`src/design/ambd_pkg.sv`:
```
package ambd_pkg;

   // request word: one cpu bus access
   typedef struct packed {
      logic        cmd;
      logic [15:0] bus_address;
      logic [7:0]  write_byte;
   } req_type;

   // response word: decoded target and internally answered data
   typedef struct packed {
      logic [3:0]  target;
      logic [16:0] target_offset;
      logic        is_write;
      logic [7:0]  data_out;
      logic [7:0]  read_value;
      logic        read_internal;
      logic        nmi_request;
   } rsp_type;

   // access kinds
   localparam logic CMD_READ  = 1'b0;
   localparam logic CMD_WRITE = 1'b1;

   // target region codes
   localparam logic [3:0] TGT_NONE  = 4'd0;
   localparam logic [3:0] TGT_PROG  = 4'd1;
   localparam logic [3:0] TGT_WRAM  = 4'd2;
   localparam logic [3:0] TGT_CHAR  = 4'd3;
   localparam logic [3:0] TGT_RAMC  = 4'd4;
   localparam logic [3:0] TGT_VRAM  = 4'd5;
   localparam logic [3:0] TGT_COLS  = 4'd6;
   localparam logic [3:0] TGT_SPR   = 4'd7;
   localparam logic [3:0] TGT_PAL   = 4'd8;
   localparam logic [3:0] TGT_GFX   = 4'd9;
   localparam logic [3:0] TGT_SNDA  = 4'd10;
   localparam logic [3:0] TGT_SNDD  = 4'd11;
   localparam logic [3:0] TGT_SNDC  = 4'd12;
   localparam logic [3:0] TGT_VCTL  = 4'd13;

   // video control register offsets
   localparam logic [16:0] VCTL_PRIORITY = 17'd0;
   localparam logic [16:0] VCTL_ENABLE   = 17'd9;

   // configuration register indexes
   localparam int unsigned CSR_INDEX_W = 3;
   localparam logic [CSR_INDEX_W-1:0] CSR_PLAYER1 = 3'd0;
   localparam logic [CSR_INDEX_W-1:0] CSR_PLAYER2 = 3'd1;
   localparam logic [CSR_INDEX_W-1:0] CSR_SYSTEM  = 3'd2;
   localparam logic [CSR_INDEX_W-1:0] CSR_EXTRA_A = 3'd3;
   localparam logic [CSR_INDEX_W-1:0] CSR_EXTRA_B = 3'd4;
   localparam logic [CSR_INDEX_W-1:0] CSR_DIP_ONE = 3'd5;

   // address map constants
   localparam logic [15:0] MIRROR_MASK    = 16'hFF0F;
   localparam logic [16:0] BANK_HIGH_BASE = 17'h10000;
   localparam logic [16:0] FIXED_ROM_BASE = 17'h08000;
   localparam logic [15:0] GFX_PORT_ADDR  = 16'hD404;

   // masked mirror codes
   localparam logic [15:0] MIR_PLAYER1 = 16'hD408;
   localparam logic [15:0] MIR_PLAYER2 = 16'hD409;
   localparam logic [15:0] MIR_DIP_ONE = 16'hD40A;
   localparam logic [15:0] MIR_SYSTEM  = 16'hD40B;
   localparam logic [15:0] MIR_EXTRA_A = 16'hD40C;
   localparam logic [15:0] MIR_EXTRA_B = 16'hD40D;
   localparam logic [15:0] MIR_SNDA    = 16'hD40E;
   localparam logic [15:0] MIR_SNDD    = 16'hD40F;
   localparam logic [15:0] MIR_PRIO    = 16'hD300;

   // write strobes at fixed addresses
   localparam logic [15:0] WR_PTR_LOW  = 16'hD509;
   localparam logic [15:0] WR_PTR_HIGH = 16'hD50A;
   localparam logic [15:0] WR_SND_CMD  = 16'hD50B;
   localparam logic [15:0] WR_BANK_SEL = 16'hD50E;
   localparam logic [15:0] WR_VID_EN   = 16'hD600;

   localparam logic [7:0] OPEN_BUS = 8'hFF;

endpackage

```
`src/design/arcade_main_bus_decoder.sv`:
```
// Main cpu bus decoder. Each request word is one read or write; each gives exactly one
// response word naming the target region and the offset within it, or a byte answered
// here (input ports, dip switch, status bytes, open bus 0xFF). A word passes through
// one request register, one decode pass and one response register. A new word is
// taken every cycle as long as the response side keeps up; the request stage only
// stalls when a response is held by rsp_stall and the request register is full. The
// graphics rom pointer and the program rom bank bit are updated in the decode pass,
// so their effect is seen by the very next word. Configuration writes (csr_ready is
// always high) set the input port bytes; indexes past the last register are ignored.
module arcade_main_bus_decoder (
   input  logic                                  clock,
   input  logic                                  reset,
   input  logic                                  req_valid,
   output logic                                  req_stall,
   input  ambd_pkg::req_type                     req_word,
   output logic                                  rsp_valid,
   input  logic                                  rsp_stall,
   output ambd_pkg::rsp_type                     rsp_word,
   input  logic                                  csr_valid,
   output logic                                  csr_ready,
   input  logic [ambd_pkg::CSR_INDEX_W-1:0]      csr_index,
   input  logic [7:0]                            csr_data
);
   import ambd_pkg::*;

   logic        in_valid_ff;
   req_type     in_ff;
   logic        rsp_valid_ff;
   rsp_type     rsp_ff;
   logic [15:0] gfx_ptr_ff;
   logic [15:0] gfx_ptr_in;
   logic        bank_ff;
   logic        bank_in;
   logic [7:0]  player1_ff;
   logic [7:0]  player2_ff;
   logic [7:0]  system_ff;
   logic [7:0]  extra_a_ff;
   logic [7:0]  extra_b_ff;
   logic [7:0]  dip_one_ff;

   logic        out_free;
   logic        advance;
   logic        take_req;
   logic        csr_write;
   logic [15:0] addr;
   logic [15:0] mirror;
   logic [7:0]  wdata;
   logic [3:0]  tgt;
   logic [16:0] offset;
   logic [7:0]  val;
   logic        intl;
   logic        nmi;
   rsp_type     rsp_in;

   // handshake control
   assign out_free  = !rsp_valid_ff || !rsp_stall;
   assign advance   = in_valid_ff && out_free;
   assign req_stall = in_valid_ff && !out_free;
   assign take_req  = req_valid && !req_stall;
   assign csr_ready = 1'b1;
   assign csr_write = csr_valid && csr_ready;

   assign addr   = in_ff.bus_address;
   assign mirror = in_ff.bus_address & MIRROR_MASK;
   assign wdata  = in_ff.write_byte;

   // address decode for the word in the request register
   always_comb begin
      tgt        = TGT_NONE;
      offset     = '0;
      val        = OPEN_BUS;
      intl       = 1'b0;
      nmi        = 1'b0;
      gfx_ptr_in = gfx_ptr_ff;
      bank_in    = bank_ff;
      if (in_ff.cmd == CMD_READ) begin
         if (addr < 16'h6000) begin
            tgt    = TGT_PROG;
            offset = {1'b0, addr};
         end else if (addr < 16'h8000) begin
            // banked window: lower bank maps straight through
            tgt    = TGT_PROG;
            offset = bank_ff ? (BANK_HIGH_BASE | {4'b0, addr[12:0]}) : {1'b0, addr};
         end else if (addr < 16'h8800) begin
            tgt    = TGT_WRAM;
            offset = {6'b0, addr[10:0]};
         end else if (addr == 16'h8800) begin
            val  = 8'h00;
            intl = 1'b1;
         end else if (addr == 16'h8801) begin
            val  = 8'hFF;
            intl = 1'b1;
         end else if (addr >= 16'hC000 && addr < 16'hC400) begin
            tgt    = TGT_RAMC;
            offset = {7'b0, addr[9:0]};
         end else if (addr >= 16'hC400 && addr < 16'hD000) begin
            tgt    = TGT_VRAM;
            offset = {1'b0, 16'(addr - 16'hC400)};
         end else if (addr >= 16'hD000 && addr < 16'hD060) begin
            tgt    = TGT_COLS;
            offset = {10'b0, addr[6:0]};
         end else if (addr >= 16'hD100 && addr < 16'hD180) begin
            tgt    = TGT_SPR;
            offset = {10'b0, addr[6:0]};
         end else if (addr >= 16'hD400 && addr < GFX_PORT_ADDR) begin
            // collision status never sets
            val  = 8'h00;
            intl = 1'b1;
         end else if (addr == GFX_PORT_ADDR) begin
            // gfx port: use pointer, then step it
            gfx_ptr_in = gfx_ptr_ff + 16'd1;
            if (!gfx_ptr_ff[15]) begin
               tgt    = TGT_GFX;
               offset = {1'b0, gfx_ptr_ff};
            end else begin
               val  = 8'h00;
               intl = 1'b1;
            end
         end else begin
            unique case (mirror)
               MIR_PLAYER1: begin
                  val  = player1_ff;
                  intl = 1'b1;
               end
               MIR_PLAYER2: begin
                  val  = player2_ff;
                  intl = 1'b1;
               end
               MIR_DIP_ONE: begin
                  val  = dip_one_ff;
                  intl = 1'b1;
               end
               MIR_SYSTEM: begin
                  val  = system_ff;
                  intl = 1'b1;
               end
               MIR_EXTRA_A: begin
                  val  = extra_a_ff;
                  intl = 1'b1;
               end
               MIR_EXTRA_B: begin
                  val  = extra_b_ff;
                  intl = 1'b1;
               end
               MIR_SNDD: begin
                  tgt = TGT_SNDD;
               end
               default: begin
                  if (addr >= 16'hE000 && addr < 16'hF000) begin
                     tgt    = TGT_PROG;
                     offset = FIXED_ROM_BASE | {5'b0, addr[11:0]};
                  end else begin
                     val  = OPEN_BUS;
                     intl = 1'b1;
                  end
               end
            endcase
         end
      end else begin
         if (addr < 16'h8000) begin
            tgt = TGT_NONE;
         end else if (addr < 16'h8800) begin
            tgt    = TGT_WRAM;
            offset = {6'b0, addr[10:0]};
         end else if (addr >= 16'h9000 && addr < 16'hC000) begin
            tgt    = TGT_CHAR;
            offset = {1'b0, 16'(addr - 16'h9000)};
         end else if (addr >= 16'hC000 && addr < 16'hC400) begin
            tgt    = TGT_RAMC;
            offset = {7'b0, addr[9:0]};
         end else if (addr >= 16'hC400 && addr < 16'hD000) begin
            tgt    = TGT_VRAM;
            offset = {1'b0, 16'(addr - 16'hC400)};
         end else if (addr >= 16'hD000 && addr < 16'hD060) begin
            tgt    = TGT_COLS;
            offset = {10'b0, addr[6:0]};
         end else if (addr >= 16'hD100 && addr < 16'hD180) begin
            tgt    = TGT_SPR;
            offset = {10'b0, addr[6:0]};
         end else if (addr >= 16'hD200 && addr < 16'hD280) begin
            tgt    = TGT_PAL;
            offset = {10'b0, addr[6:0]};
         end else if (mirror == MIR_PRIO) begin
            tgt    = TGT_VCTL;
            offset = VCTL_PRIORITY;
         end else if (mirror == MIR_SNDA) begin
            tgt = TGT_SNDA;
         end else if (mirror == MIR_SNDD) begin
            tgt = TGT_SNDD;
         end else if (addr >= 16'hD500 && addr < 16'hD508) begin
            // scroll and color bank registers sit after priority
            tgt    = TGT_VCTL;
            offset = {13'b0, 4'({1'b0, addr[2:0]} + 4'd1)};
         end else begin
            unique case (addr)
               WR_PTR_LOW: begin
                  gfx_ptr_in = {gfx_ptr_ff[15:8], wdata};
               end
               WR_PTR_HIGH: begin
                  gfx_ptr_in = {wdata, gfx_ptr_ff[7:0]};
               end
               WR_SND_CMD: begin
                  tgt = TGT_SNDC;
                  nmi = 1'b1;
               end
               WR_BANK_SEL: begin
                  bank_in = wdata[7];
               end
               WR_VID_EN: begin
                  tgt    = TGT_VCTL;
                  offset = VCTL_ENABLE;
               end
               default: begin
                  tgt = TGT_NONE;
               end
            endcase
         end
      end
   end

   // response word
   always_comb begin
      rsp_in.target        = tgt;
      rsp_in.target_offset = offset;
      rsp_in.is_write      = (in_ff.cmd == CMD_WRITE) && (tgt != TGT_NONE);
      rsp_in.data_out      = (in_ff.cmd == CMD_WRITE) ? wdata : 8'h00;
      rsp_in.read_value    = intl ? val : OPEN_BUS;
      rsp_in.read_internal = intl;
      rsp_in.nmi_request   = nmi;
   end

   // request register
   always_ff @(posedge clock) begin
      if (reset) begin
         in_valid_ff <= 1'b0;
      end else if (take_req) begin
         in_valid_ff <= 1'b1;
      end else if (advance) begin
         in_valid_ff <= 1'b0;
      end
      if (take_req) begin
         in_ff <= req_word;
      end
   end

   // response register
   always_ff @(posedge clock) begin
      if (reset) begin
         rsp_valid_ff <= 1'b0;
      end else if (advance) begin
         rsp_valid_ff <= 1'b1;
      end else if (!rsp_stall) begin
         rsp_valid_ff <= 1'b0;
      end
      if (advance) begin
         rsp_ff <= rsp_in;
      end
   end

   // pointer and bank state
   always_ff @(posedge clock) begin
      if (reset) begin
         gfx_ptr_ff <= '0;
         bank_ff    <= 1'b0;
      end else if (advance) begin
         gfx_ptr_ff <= gfx_ptr_in;
         bank_ff    <= bank_in;
      end
   end

   // input port bytes
   always_ff @(posedge clock) begin
      if (reset) begin
         player1_ff <= 8'hFF;
         player2_ff <= 8'hFF;
         system_ff  <= 8'hFF;
         extra_a_ff <= 8'hFF;
         extra_b_ff <= 8'hFF;
         dip_one_ff <= 8'hFF;
      end else if (csr_write) begin
         case (csr_index)
            CSR_PLAYER1: player1_ff <= csr_data;
            CSR_PLAYER2: player2_ff <= csr_data;
            CSR_SYSTEM:  system_ff  <= csr_data;
            CSR_EXTRA_A: extra_a_ff <= csr_data;
            CSR_EXTRA_B: extra_b_ff <= csr_data;
            CSR_DIP_ONE: dip_one_ff <= csr_data;
            default: begin
            end
         endcase
      end
   end

   assign rsp_valid = rsp_valid_ff;
   assign rsp_word  = rsp_ff;

   // gfx port read steps the pointer by one
   a_gfx_step: assert property (@(posedge clock) disable iff (reset)
      (advance && in_ff.cmd == CMD_READ && addr == GFX_PORT_ADDR)
      |=> (gfx_ptr_ff == 16'($past(gfx_ptr_ff) + 16'd1)))
      else $error("gfx pointer did not step after port read");

   // a held response is not overwritten
   a_rsp_hold: assert property (@(posedge clock) disable iff (reset)
      (rsp_valid_ff && rsp_stall) |-> !advance)
      else $error("response overwritten while stalled");

   // nmi only with a sound command write
   a_nmi_cmd: assert property (@(posedge clock) disable iff (reset)
      (rsp_valid_ff && rsp_ff.nmi_request)
      |-> (rsp_ff.target == TGT_SNDC && rsp_ff.is_write))
      else $error("nmi request without sound command write");

   // memory-supplied reads and writes carry open bus
   a_open_bus: assert property (@(posedge clock) disable iff (reset)
      (rsp_valid_ff && !rsp_ff.read_internal) |-> (rsp_ff.read_value == OPEN_BUS))
      else $error("read value not open bus");

endmodule
```
`config.mk`:
```
export PLATFORM = sky130hd
export DESIGN_NAME = arcade_main_bus_decoder
export DESIGN_NICKNAME = d
export VERILOG_FILES = /design/src/design/ambd_pkg.sv /design/src/design/arcade_main_bus_decoder.sv
export SDC_FILE = /design/constraint.sdc
export NUM_CORES = 1
export LEC_CHECK = 0
export ABC_CLOCK_PERIOD_IN_PS = 16300
export BUFFER_PORTS_ARGS = -buffer_cell sky130_fd_sc_hd__buf_4
export CAP_MARGIN = 20
export CORE_AREA = 10 10 125 127
export DETAILED_ROUTE_END_ITERATION = 12
export DIE_AREA = 0 0 135 137
export PLACE_DENSITY = 0.74
export SYNTH_ARGS = -nofsm -noshare
export SYNTH_HDL_FRONTEND = slang
export SYNTH_SLANG_ARGS = --single-unit
```
`constraint.sdc`:
```
create_clock -name clock -period 16.3 [get_ports clock]
set_clock_uncertainty 0.15 [all_clocks]
set_input_delay 4.075 -clock clock [delete_from_list [all_inputs] [get_ports clock]]
set_output_delay 4.075 -clock clock [all_outputs]
set_load 0.02 [all_outputs]
```
After elaboration in Yosys (flattened, before gate mapping):

Index checks and enable logic that the tools add are counted.
W data, S select, Z words.

* $add $sub $neg: 4
* $lt $le $gt $ge: 21
* eq/ne operators: 37
* mux-type cells: 112
* bitwise logic cells: 14
* reduce and logical (&&, ||, !) cells: 35

Operator list (count)
* $mux W16: 31
* $mux W17: 13
* $lt A16 B16 Y1 const B: 11
* $ge A16 B16 Y1 const B: 9
* $eq A16 B16 Y1 const B: 8
* $mux W4: 30
* $eq A12 B12 Y1 const B: 9
* $mux W8: 9
* $pmux W8 S6: 1
* $reduce_and A20 Y1: 2
* $pmux W16 S2: 1
* $sub A16 B16 Y16 const B: 2
* $ne A2 B2 Y1 const B: 12
* $mux W7: 3
* $mux W1: 20
* $add A16 B1 Y16 const B: 1
* $lt A16 B15 Y1 const B: 1
* $pmux W4 S2: 2
* $mux W15: 1
* $reduce_and A15 Y1: 1
* $not A1 Y1: 14
* $logic_and A1 B1 Y1: 13
* $reduce_or A13 Y1: 1
* $reduce_and A2 Y1: 6
* other kinds (14): 22

* register bits after elaboration: 132
* input bits: 41
* output and inout port bits: 43
* logic and storage cells: 244

Longest topological paths before layout:

* depth after elaboration: 18
* gate-level depth with buffers: 13
* mapped depth without buffers: 9

Worst setup path after synthesis:

No wires, ideal clock.

* path kind: input-to-reg
* start: in rsp_stall
* end: reg gfx_ptr_ff[2]
* setup time: 0.095 ns
* arrival: 8.483 ns
* data required time: 16.055 ns
* slack: 7.572 ns
* stages: 6
* path buffers: 1
* cell sequence: a21boi_0 > and3_1 > clkbuf_1 > nand2_1 > a211o_1 > a221oi_1

* longest elaborated chain between the ends: 4

RTL lines
* start: declaration: RTL line arcade_main_bus_decoder.sv:17 `input logic rsp_stall,`
* $logic_not A1 Y1
* $logic_or A1 B1 Y1: RTL line arcade_main_bus_decoder.sv:56 `assign out_free = !rsp_valid_ff || !rsp_stall;`
* $logic_and A1 B1 Y1: RTL line arcade_main_bus_decoder.sv:57 `assign advance = in_valid_ff && out_free;`
* $reduce_and A20 Y1 (no source line)
* end signal: assignment: RTL line arcade_main_bus_decoder.sv:266 `gfx_ptr_ff <= gfx_ptr_in;`
* end: declaration: RTL line arcade_main_bus_decoder.sv:30 `logic [15:0] gfx_ptr_ff;`

No other way between the ends.
A chain may end at the register's enable or synchronous reset.

Worst setup path after layout:

* start: in rsp_stall
* end: out req_stall

* longest elaborated chain between the ends: 4

RTL lines
* $logic_not A1 Y1
* $logic_or A1 B1 Y1: RTL line arcade_main_bus_decoder.sv:56
* $logic_not A1 Y1: RTL line arcade_main_bus_decoder.sv:58 `assign req_stall = in_valid_ff && !out_free;`
* $logic_and A1 B1 Y1: RTL line arcade_main_bus_decoder.sv:58
* end: declaration: RTL line arcade_main_bus_decoder.sv:14 `output logic req_stall,`

No other way between the ends.

==> results.tsv <==
metric	value	unit
cts_sinks	132	
cts_buffer_depth	2	
setup_viol	0	
yosysTopAreaCell	edfxtp_1	
coreArea	13100	um^2
avgSynthCellArea	9.06	um^2
grt_remaining_overflow	0	
synth_top_area_frac	0.277	
switching_power	0.000201	W
cp_data_arrival_time	4.59	ns
grt_util_all_layers	0.229	
initial_utilization	0.538	
die_w	135	um
route.detailed.drc	0	
p_clk_frac	0.465	
powerDensity	102	nW/um^2
cts_max_level	4	
hp-class	flop to flop	
hold_viol	0	
via_per_inst	6.35	
ant_nets	0	
switching_share	0.235	
layout_commonest_cell	nand2_1	
max_freq	113	MHz
antenna_found_initial	0	
hold_path_end	extra_a_ff[3]$_SDFFE_PP1P_	
cap_violations	0	
multi_input_area	3470	um^2
hold_buffers	0	
yosys_register_bits	132	
p_seq_frac	0.439	
synth_nets	832	
end_kind	output pin	
vdd_ir_drop_max	0.0833	mV
regArea	3290	um^2
initialDrtViolationCount	700	
fin_setup_tns	0	ns
ys.flop_type	dfxtp_1	
crit_fanout	3	
syn_inst	777	
period_minus_slack	8.81	ns
regToRegSetupSlack	12.50	ns
worst_ep_required_time	12.08	ns
async_flop_share	0	
root_buffer	clkbuf_16	
grt_max_degree	69	
cts.clk_slew.worst_paths	0.05	ns
place_hpwl	15100	um
r2r_start	addr[13]$_DFFE_PP_	
die_h	137	um
cts_buffers	17	
cts_tree	yes	
clock_latency	0.43	ns
worst_pin_slew	0.980	ns
firstDrtPassIters	8	
area_growth	18.4	%
grt_pass1_vias	6435	
p_comb_frac	0.096	
routed_wl	21000	um
post_drt_wl_per_cell	20.6	um
synth_edf_count	65	
slew_viol_final	0	
timing.rr.end	rsp_word[20]$_DFFE_PP_	
status	finished, final reports clean	
layout-drive-gt1-share	0.153	
post_cts_resized	0	
rows	42	
syn_area	7040	um^2
post_cts.repair.setup_buffers	0	
cp-start-kind	primary input	
p_int	0.000651	W
reg2reg_depth	9	
dieArea	18500	um^2
yosys_warnings	0	
power_leakage	3.25	nW
io_buffer_count	82	
synth_seq_area_share	0.468	
worstHoldPathCells	2	
fin_crit_sh	0.541	
synth.top_cells.by_area	edfxtp_1 (28%), dfxtp_1 (19%), nand2_1 (6.5%)	
final_nets	889	
diodes	0	
path_class	primary input to output pin	
grt_pass1_wl	33600	um
fin_util	0.637	
fillers	1122	
rsz0062_at_grt	no	
gp_congestion	0.972	
vias	6493	
hold_start	extra_a_ff[3]$_SDFFE_PP1P_	
slew_headroom	0.342	
final_cell_mix	nand2_1 (122), buf_4 (86), dfxtp_1 (67)	
synth_cell_types	74	
pin_count	84	
per-stage QoR:
| stage | hold WS (ns) | setup WS [ns] | total power (W) | area (um^2) | instances |
|---|---|---|---|---|---|
| floorplan | 0.288 | 7.57 | 0.000426 | 7040 | 777 |
| global placement | 0.300 | 7.51 | 0.000458 | 7710 | 990 |
| detailed placement | 0.310 | 7.49 | 0.000461 | 7710 | 990 |
| CTS | 0.323 | 7.49 | 0.000852 | 8330 | 1022 |
| global route | 0.335 | 7.47 | 0.000878 | 8330 | 1023 |
| finish | 0.322 | 7.49 | 0.000851 | 8330 | 1023 |
flip-flops by register name (all words and copies together), names as in the netlist:
name         cells
in_ff            1
gfx_ptr_ff      16
extra_a_ff       8
rsp_word        40
dip_one_ff       8
wdata            8
bank_ff          1
rsp_valid        1
extra_b_ff       8
player1_ff       8
player2_ff       8
system_ff        8
in_valid_ff      1
addr            16
power groups by stage:
| stage | registers (W) | logic, W | clock network (W) |
|---|---|---|---|
| 6_report | 0.000374 | 0.0000819 | 0.000396 |
| 5_1_grt | 0.000375 | 0.0000886 | 0.000414 |
| 4_1_cts | 0.000374 | 0.0000808 | 0.000398 |
| 3_5_place_dp | 0.000380 | 0.0000802 | 0 |
| 3_3_place_gp | 0.000380 | 0.0000781 | 0 |
| 2_1_floorplan | 0.000381 | 0.0000450 | 0 |
how the worst max path moves through the flow:
| stage | from | endpoint | slack (ns) | cells after the start |
|---|---|---|---|---|
| 6_report | rsp_stall | req_stall | 7.49 | 3 |
| 5_1_grt | rsp_stall | req_stall | 7.47 | 3 |
| 4_1_cts | rsp_stall | req_stall | 7.49 | 3 |
| 3_5_place_dp | rsp_stall | req_stall | 7.49 | 3 |
| 3_3_place_gp | rsp_stall | req_stall | 7.51 | 3 |
| 2_1_floorplan | rsp_stall | gfx_ptr_ff[2]$_SDFFE_PP0P_ | 7.57 | 6 |
cell usage after synthesis, types with 5 or more instances:
cell type and n:
a211o_1 10, a21oi_1 27, a221oi_1 11, a22o_1 5, a22oi_1 21, a31oi_1 9
and2_1 9, and3_1 21, buf_1 6, clkbuf_1 38, dfxtp_1 67, edfxtp_1 65
ha_1 14, inv_1 22, mux2i_1 8, nand2_1 122, nand2b_1 14, nand3_1 24
nand3b_1 43, nand4_1 13, nor2_1 60, nor2b_1 18, nor3_1 13, nor4_1 6
o211ai_1 5, o21ai_0 31, o22ai_1 8, or4_1 6, xnor2_1 5, xor2_1 5
metal layers:
layer,vias up,wire length (um),track usage
met5,-,0,0
met4,0,831,0.105
met3,75,1540,0.0543
met2,332,10500,0.385
met1,3124,8170,0.272
li1,2962,-,-
kinds of logic after synthesis:
logic type,Yosys count,synth area share
AND/OR/NAND/NOR,375,0.278
flip-flops,132,0.468
multiplexers,8,0.0114
XOR/XNOR,10,0.0124
other,1,0.000533
buffers and inverters,71,0.0407
adder cells (fa/ha/maj),14,0.0249
AO/OA/AOI/OAI,166,0.164
layout make-up:
class                           instances  share of cell area
Clock buffer                           23              0.0587
Clock inverter                          9              0.0149
Inverter                               23              0.0104
Multi-Input combinational cell        574               0.417
Sequential cell                       132               0.395
Tap cell                              176              0.0264
Timing Repair Buffer                   86              0.0775
worst max-delay path, stage by stage:
cell and delay, ns:
buf_4 0.13, and3_1 0.21, buf_4 0.17
No activity file was read; power rests on OpenSTA's default activity.
